**src/sv/lbf_pkg.sv**
```systemverilog
// Shared types, codes and constants of the LED blink and fade channel engine.
`default_nettype none

package lbf_pkg;

  // Number of channel cells in the table.
  localparam int unsigned CHANNELS = 4;
  // Duty step of one fade update.
  localparam int unsigned STEP = 4;

  // Width of a period or countdown value in milliseconds.
  localparam int unsigned LBF_PER_W = 17;
  // Fade dividend is rate * 1000, the divisor is 2 * max(1, intensity / STEP).
  localparam int unsigned LBF_DVD_W = $clog2(255 * 1000 + 1);
  localparam int unsigned LBF_Q_MAX = (255 / STEP > 0) ? 255 / STEP : 1;
  localparam int unsigned LBF_DVS_W = $clog2(2 * LBF_Q_MAX + 1);

  // Command codes.
  localparam logic [1:0] CMD_TICK    = 2'd0;
  localparam logic [1:0] CMD_BLINK   = 2'd1;
  localparam logic [1:0] CMD_FADE    = 2'd2;
  localparam logic [1:0] CMD_RELEASE = 2'd3;

  // Channel modes; blink and fade match their command codes.
  localparam logic [1:0] MODE_NONE  = 2'd0;
  localparam logic [1:0] MODE_BLINK = 2'd1;
  localparam logic [1:0] MODE_FADE  = 2'd2;

  // Result status codes.
  localparam logic [1:0] ST_CONFIGURED = 2'd0;
  localparam logic [1:0] ST_FULL       = 2'd1;
  localparam logic [1:0] ST_DUTY       = 2'd2;
  localparam logic [1:0] ST_STATIC     = 2'd3;

  // High voltage actions.
  localparam logic [1:0] HV_NONE    = 2'd0;
  localparam logic [1:0] HV_ENABLE  = 2'd1;
  localparam logic [1:0] HV_DISABLE = 2'd2;

  // Configuration register indexes.
  localparam logic CFG_GREEN_PIN = 1'b0;
  localparam logic CFG_RED_PIN   = 1'b1;

  typedef struct packed {
    logic [1:0] cmd;
    logic [7:0] pin;
    logic [7:0] rate;
    logic [7:0] intensity;
    logic       level;
  } lbf_in_t;

  typedef struct packed {
    logic [7:0] out_pin;
    logic [7:0] duty;
    logic [1:0] status;
    logic [1:0] hv_action;
    logic       last;
  } lbf_out_t;

  // One channel entry as held by a cell.
  typedef struct packed {
    logic                 valid;
    logic [7:0]           pin;
    logic [1:0]           mode;
    logic [7:0]           intensity;
    logic [7:0]           duty;
    logic                 rising;
    logic [LBF_PER_W-1:0] period;
    logic [LBF_PER_W-1:0] countdown;
  } lbf_entry_t;

  localparam lbf_entry_t LBF_ENTRY_EMPTY = '{
    valid:     1'b0,
    pin:       8'hFF,
    mode:      MODE_NONE,
    intensity: 8'd0,
    duty:      8'd0,
    rising:    1'b1,
    period:    '0,
    countdown: '0
  };

  // Operation broadcast from the sequencer to every cell.
  typedef struct packed {
    logic                 drop;
    logic                 load;
    logic                 tick;
    logic [7:0]           pin;
    logic [1:0]           mode;
    logic [7:0]           intensity;
    logic [LBF_PER_W-1:0] period;
  } lbf_ctrl_t;

endpackage

`default_nettype wire

```
**src/sv/lbf_div.sv**
```systemverilog
// Restoring divider, one quotient bit per cycle, for the fade period.
`default_nettype none

module lbf_div (
  input  wire logic                          clk_i,
  input  wire logic                          rst_ni,
  input  wire logic                          start_i,
  input  wire logic [lbf_pkg::LBF_DVD_W-1:0] dividend_i,
  input  wire logic [lbf_pkg::LBF_DVS_W-1:0] divisor_i,
  output logic                               done_o,
  output logic      [lbf_pkg::LBF_DVD_W-1:0] quot_o
);

  localparam int unsigned CntW = $clog2(lbf_pkg::LBF_DVD_W + 1);

  logic                            busy_q, busy_d;
  logic                            done_q, done_d;
  logic [CntW-1:0]                 cnt_q, cnt_d;
  logic [lbf_pkg::LBF_DVS_W:0]     rem_q, rem_d;
  logic [lbf_pkg::LBF_DVD_W-1:0]   quo_q, quo_d;
  logic [lbf_pkg::LBF_DVS_W-1:0]   dvs_q, dvs_d;
  logic [lbf_pkg::LBF_DVS_W:0]     trial;
  logic                            fits;

  // The remainder stays below the divisor, so its low bits plus the next
  // dividend bit form the trial value.
  assign trial = {rem_q[lbf_pkg::LBF_DVS_W-1:0], quo_q[lbf_pkg::LBF_DVD_W-1]};
  assign fits  = trial >= {1'b0, dvs_q};

  always_comb begin
    busy_d = busy_q;
    done_d = 1'b0;
    cnt_d  = cnt_q;
    rem_d  = rem_q;
    quo_d  = quo_q;
    dvs_d  = dvs_q;
    if (start_i) begin
      busy_d = 1'b1;
      cnt_d  = '0;
      rem_d  = '0;
      quo_d  = dividend_i;
      dvs_d  = divisor_i;
    end else if (busy_q) begin
      rem_d = fits ? trial - {1'b0, dvs_q} : trial;
      quo_d = {quo_q[lbf_pkg::LBF_DVD_W-2:0], fits};
      cnt_d = cnt_q + CntW'(1);
      if (cnt_q == CntW'(lbf_pkg::LBF_DVD_W - 1)) begin
        busy_d = 1'b0;
        done_d = 1'b1;
      end
    end
  end

  always_ff @(posedge clk_i or negedge rst_ni) begin
    if (!rst_ni) begin
      busy_q <= 1'b0;
      done_q <= 1'b0;
      cnt_q  <= '0;
    end else begin
      busy_q <= busy_d;
      done_q <= done_d;
      cnt_q  <= cnt_d;
    end
  end

  always_ff @(posedge clk_i) begin
    rem_q <= rem_d;
    quo_q <= quo_d;
    dvs_q <= dvs_d;
  end

  assign done_o = done_q;
  assign quot_o = quo_q;

endmodule

`default_nettype wire

```
**src/sv/lbf_cell.sv**
```systemverilog
// One channel cell of the table: holds an entry, shifts, loads and ticks it.
`default_nettype none

module lbf_cell (
  input  wire logic                clk_i,
  input  wire logic                rst_ni,
  input  wire lbf_pkg::lbf_ctrl_t  ctrl_i,
  input  wire lbf_pkg::lbf_entry_t nb_i,
  input  wire logic                kill_i,
  input  wire logic                prev_valid_i,
  input  wire logic                ack_i,
  output lbf_pkg::lbf_entry_t      entry_o,
  output logic                     kill_o,
  output logic                     pend_o
);

  lbf_pkg::lbf_entry_t entry_q, entry_d;
  logic                pend_q, pend_d;
  logic                removing;
  logic [8:0]          up_sum;
  logic [7:0]          step8;

  assign step8    = 8'(lbf_pkg::STEP);
  assign up_sum   = {1'b0, entry_q.duty} + {1'b0, step8};
  // A cell drops its entry if it holds the pin or a cell before it did.
  assign removing = ctrl_i.drop &
                    (kill_i | (entry_q.valid & (entry_q.pin == ctrl_i.pin)));

  always_comb begin
    entry_d = entry_q;
    pend_d  = pend_q & ~ack_i;
    if (removing) begin
      entry_d = nb_i;
    end else if (ctrl_i.load & prev_valid_i & ~entry_q.valid) begin
      entry_d           = lbf_pkg::LBF_ENTRY_EMPTY;
      entry_d.valid     = 1'b1;
      entry_d.pin       = ctrl_i.pin;
      entry_d.mode      = ctrl_i.mode;
      entry_d.intensity = ctrl_i.intensity;
      entry_d.period    = ctrl_i.period;
      entry_d.countdown = ctrl_i.period;
    end else if (ctrl_i.tick & entry_q.valid) begin
      if (entry_q.countdown <= lbf_pkg::LBF_PER_W'(1)) begin
        entry_d.countdown = entry_q.period;
        pend_d            = 1'b1;
        if (entry_q.mode == lbf_pkg::MODE_BLINK) begin
          entry_d.duty = (entry_q.duty == 8'd0) ? entry_q.intensity : 8'd0;
        end else if (entry_q.mode == lbf_pkg::MODE_FADE) begin
          if (entry_q.rising && (up_sum >= {1'b0, entry_q.intensity})) begin
            entry_d.duty   = entry_q.intensity;
            entry_d.rising = 1'b0;
          end else if (!entry_q.rising && (entry_q.duty <= step8)) begin
            entry_d.duty   = 8'd0;
            entry_d.rising = 1'b1;
          end else begin
            entry_d.duty = entry_q.rising ? up_sum[7:0] : entry_q.duty - step8;
          end
        end
      end else begin
        entry_d.countdown = entry_q.countdown - lbf_pkg::LBF_PER_W'(1);
      end
    end
  end

  always_ff @(posedge clk_i or negedge rst_ni) begin
    if (!rst_ni) begin
      entry_q <= lbf_pkg::LBF_ENTRY_EMPTY;
      pend_q  <= 1'b0;
    end else begin
      entry_q <= entry_d;
      pend_q  <= pend_d;
    end
  end

  assign entry_o = entry_q;
  assign kill_o  = removing;
  assign pend_o  = pend_q;

endmodule

`default_nettype wire

```
**src/sv/led_blink_fade_channel_engine.sv**
```systemverilog
// Top level of the LED blink and fade channel engine.
// The engine keeps a compacted table of LED channels in a row of cells and
// reports duty changes. Commands arrive on a valid/ready input channel: a
// one millisecond tick, blink, fade, or release. Results leave on a
// valid/ready output channel; each carries a pin, a duty, a status, a high
// voltage action and a last flag on the final result of a command.
// One command is processed at a time. A release goes through the drop and
// result states, a blink through drop, load and result, and a fade also
// waits for the 18 step divider that derives the fade period. A tick scans
// and reports each expired channel in turn.
// Results go out through an output register, so a new command can be
// taken while the last result still waits for the receiver. When the
// receiver stalls, the sequencer holds its next result until the output
// register frees up. Reset empties the table and sets the green and red
// LED pins to 0 and 1. The pin registers are written through the write
// port with no handshake and are meant to change only while idle.
`default_nettype none

module led_blink_fade_channel_engine (
  input  wire logic             clk_i,
  input  wire logic             rst_ni,
  input  wire logic             in_valid_i,
  output logic                  in_ready_o,
  input  wire lbf_pkg::lbf_in_t in_data_i,
  output logic                  out_valid_o,
  input  wire logic             out_ready_i,
  output lbf_pkg::lbf_out_t     out_data_o,
  input  wire logic             cfg_we_i,
  input  wire logic             cfg_idx_i,
  input  wire logic [7:0]       cfg_wdata_i
);

  localparam int unsigned Chn = lbf_pkg::CHANNELS;

  // Sequencer states.
  typedef enum logic [6:0] {
    S_IDLE = 7'b0000001,
    S_TICK = 7'b0000010,
    S_SCAN = 7'b0000100,
    S_DROP = 7'b0001000,
    S_DIV  = 7'b0010000,
    S_LOAD = 7'b0100000,
    S_RES  = 7'b1000000
  } state_e;

  state_e                                state_q, state_d;
  lbf_pkg::lbf_in_t                      cmd_q, cmd_d;
  lbf_pkg::lbf_out_t                     res_q, res_d;
  lbf_pkg::lbf_out_t                     out_q, out_d;
  logic                                  out_valid_q, out_valid_d;
  logic [lbf_pkg::LBF_PER_W-1:0]         per_q, per_d;
  logic [7:0]                            green_q, red_q;

  lbf_pkg::lbf_ctrl_t                    ctrl;
  lbf_pkg::lbf_entry_t                   ent [Chn];
  logic [Chn:0]                          kill;
  logic [Chn-1:0]                        pend;
  logic [Chn-1:0]                        lowest;
  logic [Chn-1:0]                        ack;
  logic                                  slot_free;
  logic                                  emit;
  logic                                  full;
  logic [7:0]                            sel_pin, sel_duty;

  logic                                  div_start, div_done;
  logic [lbf_pkg::LBF_DVD_W-1:0]         dividend, quot;
  logic [lbf_pkg::LBF_DVS_W-1:0]         divisor;
  logic [7:0]                            qsteps, qfix;
  logic [lbf_pkg::LBF_PER_W-1:0]         blink_per, fade_per;

  // The output register can take a result when empty or being drained.
  assign slot_free  = ~out_valid_q | out_ready_i;
  assign in_ready_o = (state_q == S_IDLE);
  assign full       = ent[Chn-1].valid;

  // Period arithmetic. Blink is rate * 50 ms; fade is rate * 1000 divided by
  // twice the number of duty steps, at least one step.
  assign blink_per = lbf_pkg::LBF_PER_W'(cmd_q.rate) * lbf_pkg::LBF_PER_W'(50);
  assign qsteps    = 8'(cmd_q.intensity / lbf_pkg::STEP);
  assign qfix      = (qsteps == 8'd0) ? 8'd1 : qsteps;
  assign divisor   = lbf_pkg::LBF_DVS_W'({1'b0, qfix} << 1);
  assign dividend  = lbf_pkg::LBF_DVD_W'(cmd_q.rate) * lbf_pkg::LBF_DVD_W'(1000);
  assign fade_per  = quot[lbf_pkg::LBF_PER_W-1:0];
  assign div_start = (state_q == S_DROP) && (cmd_q.cmd == lbf_pkg::CMD_FADE);

  lbf_div u_div (
    .clk_i      (clk_i),
    .rst_ni     (rst_ni),
    .start_i    (div_start),
    .dividend_i (dividend),
    .divisor_i  (divisor),
    .done_o     (div_done),
    .quot_o     (quot)
  );

  // Operation broadcast to the cells.
  always_comb begin
    ctrl           = '0;
    ctrl.drop      = (state_q == S_DROP);
    ctrl.load      = (state_q == S_LOAD) && !full;
    ctrl.tick      = (state_q == S_TICK);
    ctrl.pin       = cmd_q.pin;
    ctrl.mode      = cmd_q.cmd;
    ctrl.intensity = cmd_q.intensity;
    ctrl.period    = per_q;
  end

  // The cell row. Each cell hands its entry down to the one before it on a
  // drop, and passes its occupancy and drop chain to the one after it.
  assign kill[0] = 1'b0;

  for (genvar j = 0; j < Chn; j++) begin : g_cell
    lbf_pkg::lbf_entry_t nb;
    logic                prev_valid;

    if (j == Chn - 1) begin : g_tail
      assign nb = lbf_pkg::LBF_ENTRY_EMPTY;
    end else begin : g_mid
      assign nb = ent[j+1];
    end

    if (j == 0) begin : g_head
      assign prev_valid = 1'b1;
    end else begin : g_body
      assign prev_valid = ent[j-1].valid;
    end

    lbf_cell u_cell (
      .clk_i        (clk_i),
      .rst_ni       (rst_ni),
      .ctrl_i       (ctrl),
      .nb_i         (nb),
      .kill_i       (kill[j]),
      .prev_valid_i (prev_valid),
      .ack_i        (ack[j]),
      .entry_o      (ent[j]),
      .kill_o       (kill[j+1]),
      .pend_o       (pend[j])
    );
  end

  // After a tick, expired channels are reported in table order, lowest
  // pending cell first.
  assign lowest = pend & (~pend + Chn'(1));
  assign emit   = (state_q == S_SCAN) && (pend != '0) && slot_free;
  assign ack    = emit ? lowest : '0;

  always_comb begin
    sel_pin  = 8'd0;
    sel_duty = 8'd0;
    for (int unsigned k = 0; k < Chn; k++) begin
      if (lowest[k]) begin
        sel_pin  = sel_pin | ent[k].pin;
        sel_duty = sel_duty | ent[k].duty;
      end
    end
  end

  // Sequencer.
  always_comb begin
    state_d     = state_q;
    cmd_d       = cmd_q;
    res_d       = res_q;
    per_d       = per_q;
    out_d       = out_q;
    out_valid_d = out_valid_q & ~out_ready_i;

    unique case (state_q)
      S_IDLE: begin
        if (in_valid_i) begin
          cmd_d   = in_data_i;
          state_d = (in_data_i.cmd == lbf_pkg::CMD_TICK) ? S_TICK : S_DROP;
        end
      end
      S_TICK: begin
        state_d = S_SCAN;
      end
      S_SCAN: begin
        if (pend == '0) begin
          state_d = S_IDLE;
        end else if (slot_free) begin
          out_valid_d       = 1'b1;
          out_d.out_pin     = sel_pin;
          out_d.duty        = sel_duty;
          out_d.status      = lbf_pkg::ST_DUTY;
          out_d.hv_action   = lbf_pkg::HV_NONE;
          out_d.last        = ((pend & ~lowest) == '0);
        end
      end
      S_DROP: begin
        res_d.out_pin = cmd_q.pin;
        res_d.last    = 1'b1;
        if (cmd_q.cmd == lbf_pkg::CMD_RELEASE) begin
          res_d.duty      = cmd_q.level ? 8'hFF : 8'd0;
          res_d.status    = lbf_pkg::ST_STATIC;
          res_d.hv_action = cmd_q.level ? lbf_pkg::HV_ENABLE : lbf_pkg::HV_DISABLE;
          state_d         = S_RES;
        end else if (cmd_q.cmd == lbf_pkg::CMD_FADE) begin
          state_d = S_DIV;
        end else begin
          per_d   = (blink_per == '0) ? lbf_pkg::LBF_PER_W'(1) : blink_per;
          state_d = S_LOAD;
        end
      end
      S_DIV: begin
        if (div_done) begin
          per_d   = (fade_per == '0) ? lbf_pkg::LBF_PER_W'(1) : fade_per;
          state_d = S_LOAD;
        end
      end
      S_LOAD: begin
        res_d.duty = 8'd0;
        if (full) begin
          res_d.status    = lbf_pkg::ST_FULL;
          res_d.hv_action = lbf_pkg::HV_NONE;
        end else begin
          res_d.status    = lbf_pkg::ST_CONFIGURED;
          res_d.hv_action = ((cmd_q.pin == green_q) || (cmd_q.pin == red_q)) ?
                            lbf_pkg::HV_ENABLE : lbf_pkg::HV_NONE;
        end
        state_d = S_RES;
      end
      S_RES: begin
        if (slot_free) begin
          out_valid_d = 1'b1;
          out_d       = res_q;
          state_d     = S_IDLE;
        end
      end
      default: begin
        state_d = S_IDLE;
      end
    endcase
  end

  always_ff @(posedge clk_i or negedge rst_ni) begin
    if (!rst_ni) begin
      state_q     <= S_IDLE;
      out_valid_q <= 1'b0;
      green_q     <= 8'd0;
      red_q       <= 8'd1;
    end else begin
      state_q     <= state_d;
      out_valid_q <= out_valid_d;
      if (cfg_we_i && (cfg_idx_i == lbf_pkg::CFG_GREEN_PIN)) begin
        green_q <= cfg_wdata_i;
      end
      if (cfg_we_i && (cfg_idx_i == lbf_pkg::CFG_RED_PIN)) begin
        red_q <= cfg_wdata_i;
      end
    end
  end

  always_ff @(posedge clk_i) begin
    cmd_q <= cmd_d;
    res_q <= res_d;
    per_q <= per_d;
    out_q <= out_d;
  end

  assign out_valid_o = out_valid_q;
  assign out_data_o  = out_q;

endmodule

`default_nettype wire
```
**config.mk**
```make
export PLATFORM = sky130hd
export DESIGN_NAME = led_blink_fade_channel_engine
export DESIGN_NICKNAME = d
export VERILOG_FILES = /design/src/sv/lbf_pkg.sv /design/src/sv/lbf_div.sv /design/src/sv/lbf_cell.sv /design/src/sv/led_blink_fade_channel_engine.sv
export SDC_FILE = /design/constraint.sdc
export NUM_CORES = 1
export LEC_CHECK = 0
export BUFFER_PORTS_ARGS = -buffer_cell sky130_fd_sc_hd__buf_2
export CORE_AREA = 3 3 318 320
export DETAILED_ROUTE_END_ITERATION = 10
export DIE_AREA = 0 0 321 323
export HOLD_SLACK_MARGIN = 0.1
export PLACE_DENSITY = 0.49
export SLEW_MARGIN = 20
export SYNTH_ARGS = -nofsm -noshare
export SYNTH_HDL_FRONTEND = slang
export SYNTH_SLANG_ARGS = --single-unit
```
**constraint.sdc**
```tcl
create_clock -name clk_i -period 5.89 [get_ports clk_i]
set_input_delay 0.8835 -clock clk_i [delete_from_list [all_inputs] [get_ports clk_i]]
set_output_delay 0.8835 -clock clk_i [all_outputs]
set_load 0.005 [all_outputs]
```
==> metrics.csv, run 1 <==
stage,metric,value,unit
status,status,completed,
timing,RSZ-0062 raised after global routing,no,
synth,Post-Synth Adder-Cell Area,8.818,%
clock_network,Clock Latency Late Sink,600,ps
synth,ranking of synthesized cells by area,"dfrtp_1 (25%), edfxtp_1 (12%), ha_1 (6.8%)",
floorplanning,Die ar.,103700,µm²
synth,leading register cell type out of synthesis,dfrtp_1,
power,Power Density,562.2,nW/µm²
floorplanning,Die Y,323,µm
clock_network,htree depth,2,
clock_network,Clock Tree Buf Depth,3,
clock_network,clock transition at the registers of the reported paths,60,ps
setup_path,Crit. Startpoint,cmd_q[12]$_DFFE_PP_,
layout,Syn-to-layout area delta,13.48,%
global_routing,initial antenna violation count,1,
floorplanning,Initial Util,24.97,%
setup_path,Crit. End Element,register,
timing,period utilisation layout,79.63,%
detailed_routing,vias per std cell,4.988,
setup_path,Reg2Reg Depth,15,
synth,main combinational cell family by area after synthesis,simple AND/OR/NAND/NOR gates,
timing,Final Hold Viols,0,
power,Tot Pwr,15.68,mW
power,Clk pwr share,19.7,%
synth,most common cell in the netlist,nand2_1,
synth,Yosys top cell area share,24.95,%
placed_design,DP HPWL,57280,µm
timing,"Setup violations, final",0,
synth,ys async rst share,72.19,%
synth,Synth top cells by count,"nand2_1 (416), nor2_1 (256), dfrtp_1 (245)",
power,Comb pwr share,49.7,%
clock_network,post-CTS resize count,0,
synth,Cells after Synth,2748,
floorplanning,die width,321,µm
power,Net Sw Frac,43.97,%
placed_design,Final GP Congestion,0.8559,
power,sequential share of power,30.6,%
timing,fmax,213.2,MHz
synth,Synth warnings,0,
synth,Synth Area in Compound Gates,18.12,%
placed_design,dpl ws,1178,ps
global_routing,vias in the first global route,20020,
layout,fin nets,2939,
clock_network,CTS Hold Buffers Added,0,
detailed_routing,DRC Markers,0,
setup_path,startpoint types,register,
synth,syn avg cell area,8.943,µm²
detailed_routing,TritonRoute pass-1 iters,5,
detailed_routing,WL/cell,19.34,µm
clock_network,TritonCTS clock tree,yes,
setup_path,CP Class,reg -> reg,
synth,synth unique cells,92,
synth,Post-synth EDFFs,99,
power,internal power,8.785,mW
detailed_routing,ANT nets after route,0,
detailed_routing,final WL,78600,µm
worst_hold_path,Hold Crit Class,in -> async,
detailed_routing,DR iter-0 viols,1914,
setup_path,CP Max Fanout,6,
timing,TNS Setup,0,ps
placed_design,Placement Cell Area,26270,µm²
job,MaxCap Viol Count,0,
clock_network,setup bufs post-CTS,0,
layout,share of layout cells above drive strength 1,10.62,%
synth,mux cell area share after synthesis,2.479,%
power,Psw,6.894,mW
synth,Synth Area in XOR/XNOR,4.811,%
setup_path,WP data required,6220,ps
clock_network,root buf cell,clkbuf_16,
clock_network,clk sink count,392,
layout,ant diodes,0,
setup_path,critical path arrival,5020,ps
synth,post-synth top area cell,dfrtp_1,
synth,syn_nets,2947,
timing,worst-margin pin slew,1050,ps
timing,"Slew Viols, Final",0,
floorplanning,row count,115,
power,Worst VDD drop,807.7,µV
layout,fill count,10560,
timing,Period minus WS final,4690,ps
clock_network,Inserted Clock Buffers,48,
global_routing,grt ovf,0,
power,P_leak,11.53,nW
global_routing,global-route wire length before repair,122200,µm
layout,Final Non-Filler Cells,4065,
placed_design,Port Buffers,63,
synth,post-synthesis cell area,24580,µm²
layout,design area,27890,µm²
timing,Clock Skew,25.08,ps
synth,Post-Synth Simple-Gate Area,18.94,%
synth,"Seq/Total Area, Yosys",41.92,%
timing,worst hold margin,247.5,ps
synth,synthesized flop and latch total,392,
detailed_routing,total number of vias,20280,
floorplanning,I/O Pins,64,
global_routing,GRT Overall Usage,14.92,%
floorplanning,Core Region,98420,µm²
layout,final core occ,28.34,%
timing,Final WS setup,1200,ps
global_routing,largest net degree at the start of global routing,151,
timing,relative slew slack,29.48,%
setup_path,reg2reg start,cmd_q[12]$_DFFE_PP_,
placed_design,Placed Cells incl. Taps,3977,
[power groups by stage]
stage / Combinational, mW / Sequential (mW) / Clock (mW)
finish: 7.79 / 4.80 / 3.08
global route: 8.86 / 4.92 / 3.26
CTS: 7.85 / 4.78 / 3.17
detailed placement: 7.78 / 4.82 / 0
global placement: 7.81 / 4.82 / 0
floorplan: 6.17 / 4.25 / 0
[flip-flops by register name, summed over array words and instances (netlist names)]
register / flops
u_div.cnt_q: 5
u_div.quot_o: 18
out_valid_o: 1
per_q: 17
g_cell.u_cell.entry_o: 248
u_div.rem_q: 7
u_div.busy_q: 1
u_div.dvs_q: 6
g_cell.u_cell.pend_o: 4
state_q: 7
cmd_q: 27
out_data_o: 21
u_div.done_o: 1
res_q: 13
red_q: 8
green_q: 8
[final timing paths]
| path | endpoint | slack (ps) |
|---|---|---|
| min | g_cell[0].u_cell.entry_o[41]$_DFFE_PN0P_ | 250 |
| max in group asynchronous | u_div.cnt_q[3]$_DFFE_PN0P_ | 4300 |
| max | u_div.quot_o[17]$_DFFE_PP_ | 1200 |
| min in group clk_i | cmd_q[15]$_DFFE_PP_ | 470 |
| min reg2reg | g_cell[1].u_cell.entry_o[57]$_DFFE_PN1N_ | 480 |
| max reg2reg | u_div.quot_o[17]$_DFFE_PP_ | 1200 |
[worst max-delay path, cell delays in order (launching register included)]
cell and delay (ps):
edfxtp_1 500, inv_1 180, fa_1 520, fa_1 510
inv_1 50, fa_1 500, inv_1 50, fa_1 500
inv_1 40, ha_1 350, or2_2 290, a21oi_1 210
o31ai_1 130, o41ai_1 320, xnor2_1 180, o21ai_0 90
[cell families (layout without fill, tap and decap cells)]
group                    count (synthesis)  in the layout
flip-flops                             392            392
AO/OA/AOI/OAI                          691            691
multiplexers                            58             58
adder cells (fa/ha/maj)                159            159
XOR/XNOR                               135            135
buffers and inverters                  300            330
AND/OR/NAND/NOR                       1013           1013
[layout by cell type (no fill, tap or decap), drive strengths merged, types with 31 or more instances in the layout]
cell type / instances
a21oi: 128
nand2: 419
xor2: 40
ha: 134
mux2i: 35
dfrtp: 245
edfxtp: 99
nor4: 38
nand4: 31
a22oi: 68
o211ai: 34
nand3: 79
a31oi: 65
nor2: 256
clkbuf: 70
nor3: 61
dfstp: 38
buf: 112
o21ai: 185
xnor2: 95
inv: 133
[cell type report]
class	count	area (µm²)	share of cell area, %
Clock buffer	70	1416	5.079
Clock inverter	18	205.2	0.7358
Inverter	130	488.0	1.750
Multi-Input combinational cell	2056	13140	47.12
Sequential cell	392	10300	36.94
Tap cell	1287	1610	5.774
Timing Repair Buffer	112	725.7	2.602
[routing by layer]
layer,GRT usage (%),vias up,share of wire (%)
li1,-,9837,-
met1,20.36,9872,46
met2,24.21,461,46
met3,2.090,106,4.1
met4,5.240,0,3.4
met5,0,-,0
No activity file was read; power rests on OpenSTA's default activity.
==> inputs of run 2 (changes only) <==
==> constraint.sdc (replaced) <==
create_clock -name clk_i -period 4.42 [get_ports clk_i]
set_input_delay 0.663 -clock clk_i [delete_from_list [all_inputs] [get_ports clk_i]]
set_output_delay 0.663 -clock clk_i [all_outputs]
set_load 0.005 [all_outputs]
==> run 2 against run 1 <==
Net effect:
- final area rose by 1.6%
- total power rose by 39%
- sequential share of layout area fell by 0.60 points
- die area did not move
- combinational power rose by 46%
- first-iteration DRC count fell by 8.0%
- critical endpoint unchanged
==> metrics.csv, run 2 (same netlist as run 1, synthesis figures left out) <==
stage,metric,value,unit,change
setup_path,CP max stage delay,490,ps,was 520 ps
detailed_routing,ANT nets after route,0,,unchanged
setup_path,CP Class,reg -> reg,,unchanged
floorplanning,Die ar.,103700,µm²,unchanged
floorplanning,Initial Util,24.97,%,unchanged
layout,design area,28350,µm²,was 27890 µm²
global_routing,vias in the first global route,20150,,was 20020
job,MaxCap Viol Count,0,,unchanged
layout,most frequent cells in the layout,"nand2_1 (416), nor2_1 (252), dfrtp_1 (245), o21ai_0 (179), ha_1 (132)",,"was nand2_1 (416), nor2_1 (253), dfrtp_1 (245), o21ai_0 (181), ha_1 (134)"
placed_design,DP HPWL,59650,µm,was 57280 µm
layout,Final Non-Filler Cells,4106,,was 4065
detailed_routing,WL/cell,19.67,µm,was 19.34 µm
placed_design,Placement Cell Area,26590,µm²,was 26270 µm²
power,Worst VDD drop,788.7,µV,was 807.7 µV
clock_network,clock transition at the registers of the reported paths,60,ps,about the same
detailed_routing,DRC Markers,0,,unchanged
layout,max reg flops,248,,unchanged
detailed_routing,Met3 Routed Length,3054,µm,was 3258 µm
timing,"Slew Viols, Final",0,,unchanged
clock_network,Inserted Clock Buffers,48,,unchanged
setup_path,CP Max Fanout,2,,was 6
layout,"leading cell type in the layout, fill and taps excluded",nand2_1,,unchanged
clock_network,clk sink count,392,,unchanged
placed_design,Placed Cells incl. Taps,4017,,was 3977
detailed_routing,met1 wire length,37340,µm,was 36330 µm
global_routing,largest net degree at the start of global routing,104,,was 151
global_routing,GRT Overall Usage,15.30,%,was 14.92%
layout,Syn-to-layout area delta,15.35,%,was 13.48%
worst_hold_path,Hold Crit Class,in -> async,,unchanged
detailed_routing,final WL,80760,µm,was 78600 µm
timing,TNS Setup,0,ps,unchanged
status,status,completed,,unchanged
detailed_routing,DR iter-0 viols,1760,,was 1914
clock_network,Clock Latency Late Sink,610,ps,was 600 ps
setup_path,critical path arrival,4590,ps,was 5020 ps
setup_path,"Cell Chain, Critical Path","buf_4, fa_1, xor2_1, ha_1, a21o_1, fa_1, inv_1, fa_1, inv_1, ha_1, or2_4, a21oi_4, o31ai_4, o41ai_2, xnor2_1, o21ai_0",,"was inv_1, fa_1, fa_1, inv_1, fa_1, inv_1, fa_1, inv_1, ha_1, or2_2, a21oi_1, o31ai_1, o41ai_1, xnor2_1, o21ai_0"
detailed_routing,top layer used by detailed routing,met4,,unchanged
floorplanning,Die Y,323,µm,unchanged
setup_path,Bufs and invs on worst path,3,,was 4
floorplanning,row count,115,,unchanged
timing,"Setup violations, final",0,,unchanged
global_routing,initial antenna violation count,1,,unchanged
clock_network,TritonCTS clock tree,yes,,unchanged
clock_network,htree depth,2,,unchanged
timing,Final Hold Viols,0,,unchanged
timing,Clock Skew,43.85,ps,was 25.08 ps
detailed_routing,TritonRoute pass-1 iters,5,,unchanged
setup_path,Crit. End Element,register,,unchanged
clock_network,root buf cell,clkbuf_16,,unchanged
detailed_routing,vias per std cell,4.993,,was 4.988
timing,period utilisation layout,96.18,%,was 79.63%
timing,Period minus WS final,4251,ps,was 4690 ps
layout,fin nets,2979,,was 2939
setup_path,startpoint types,register,,unchanged
detailed_routing,total number of vias,20500,,was 20280
clock_network,Clock Tree Buf Depth,3,,unchanged
floorplanning,I/O Pins,64,,unchanged
layout,ant diodes,0,,unchanged
power,Power Density,770.7,nW/µm²,was 562.2 nW/µm²
placed_design,Final GP Congestion,0.8913,,was 0.8559
setup_path,Crit path max-delay family,adder cells,,unchanged
floorplanning,Core Region,98420,µm²,unchanged
power,P_leak,11.77,nW,was 11.53 nW
timing,worst-margin pin slew,1087,ps,was 1050 ps
setup_path,WP data required,4750,ps,was 6220 ps
global_routing,global-route wire length before repair,125000,µm,was 122200 µm
detailed_routing,wire length on met2,38080,µm,was 36360 µm
setup_path,CP max-delay cell,fa_1,,unchanged
global_routing,grt ovf,0,,unchanged
timing,relative slew slack,26.75,%,was 29.48%
layout,share of layout cells above drive strength 1,12.38,%,was 10.62%
setup_path,CP most frequent cell,fa_1,,
layout,fill count,10510,,was 10560
placed_design,Port Buffers,63,,unchanged
timing,fmax,235.2,MHz,was 213.2 MHz
clock_network,setup bufs post-CTS,0,,unchanged
floorplanning,die width,321,µm,unchanged
run 2: cell types whose count changed in the layout (fill, tap and decap cells not counted), moves of 4 or more:
cell	before	now
buf_4	47	84
clkinv_2	9	14
buf_12	1	5
clkbuf_1	11	7
run 2: path summary, 6_finish.rpt:
kind                                                          start                                  endpoint  slack [ps]  cells after the start
min in group clk_i                                    in_data_i[11]                       cmd_q[11]$_DFFE_PP_         240                      1
min                                                          rst_ni  g_cell[0].u_cell.entry_o[39]$_DFFE_PN0P_         100                      1
min reg2reg                g_cell[2].u_cell.entry_o[57]$_DFFE_PN1N_  g_cell[2].u_cell.entry_o[57]$_DFFE_PN1N_         480                      2
max reg2reg                                     cmd_q[11]$_DFFE_PP_                u_div.quot_o[17]$_DFFE_PP_         170                     16
max in group asynchronous                                    rst_ni  g_cell[1].u_cell.entry_o[59]$_DFFE_PN1N_        3250                      2
max                                             cmd_q[11]$_DFFE_PP_                u_div.quot_o[17]$_DFFE_PP_         170                     16
run 2: per-stage QoR:
step                power (mW)  setup WS (ps)  utilization, %  hold WS, ps
floorplan                13.89          61.40               -        367.4
global placement         17.09          96.38           27.00        468.4
detailed placement       17.11          50.87           27.02        471.4
CTS                      21.41          41.73           28.70        145.2
global route             23.72         -30.02           28.80        180.5
finish                   21.85          168.9           28.80        104.1
run 2: report_power, final:
part | switching (mW) | internal, mW | total [mW] | leakage (nW)
clock | 1.67 | 2.49 | 4.16 | 0.829
sequential | 1.39 | 4.93 | 6.32 | 4.66
combinational | 6.52 | 4.84 | 11.4 | 6.28
total | 9.59 | 12.3 | 21.8 | 11.8
run 2: final cells by class:
type,instances,area (µm²),share of cell area [%]
clock inverters,23,231.5,0.8165
repair buffers,152,1056,3.725
well taps,1287,1610,5.680
inverters,130,491.7,1.735
multi-input cells,2056,13230,46.68
flip-flops and latches,392,10300,36.34
clock buffers,66,1424,5.023
run 2: timing repair:
item,in CTS,in global routing
setup endpoints to repair,0,3
resized for setup,0,18
hold buffers,0,0
endpoints found under the hold margin,0,0
run 2: metal layers:
layer,track usage [%],vias to the layer above
met2,25.63,434
met4,4.477,0
met1,20.83,10050
met5,0,-
li1,-,9915
met3,1.746,99
run 2: worst register-to-register path, delay by kind of cell, from the launching register on:
kind                     cells  cell delay (ps)
AO/OA/AOI/OAI                5              840
XOR/XNOR                     2              310
adder cells (fa/ha/maj)      5             1950
buffers and inverters        3              260
flip-flops                   1              390
AND/OR/NAND/NOR              1              240
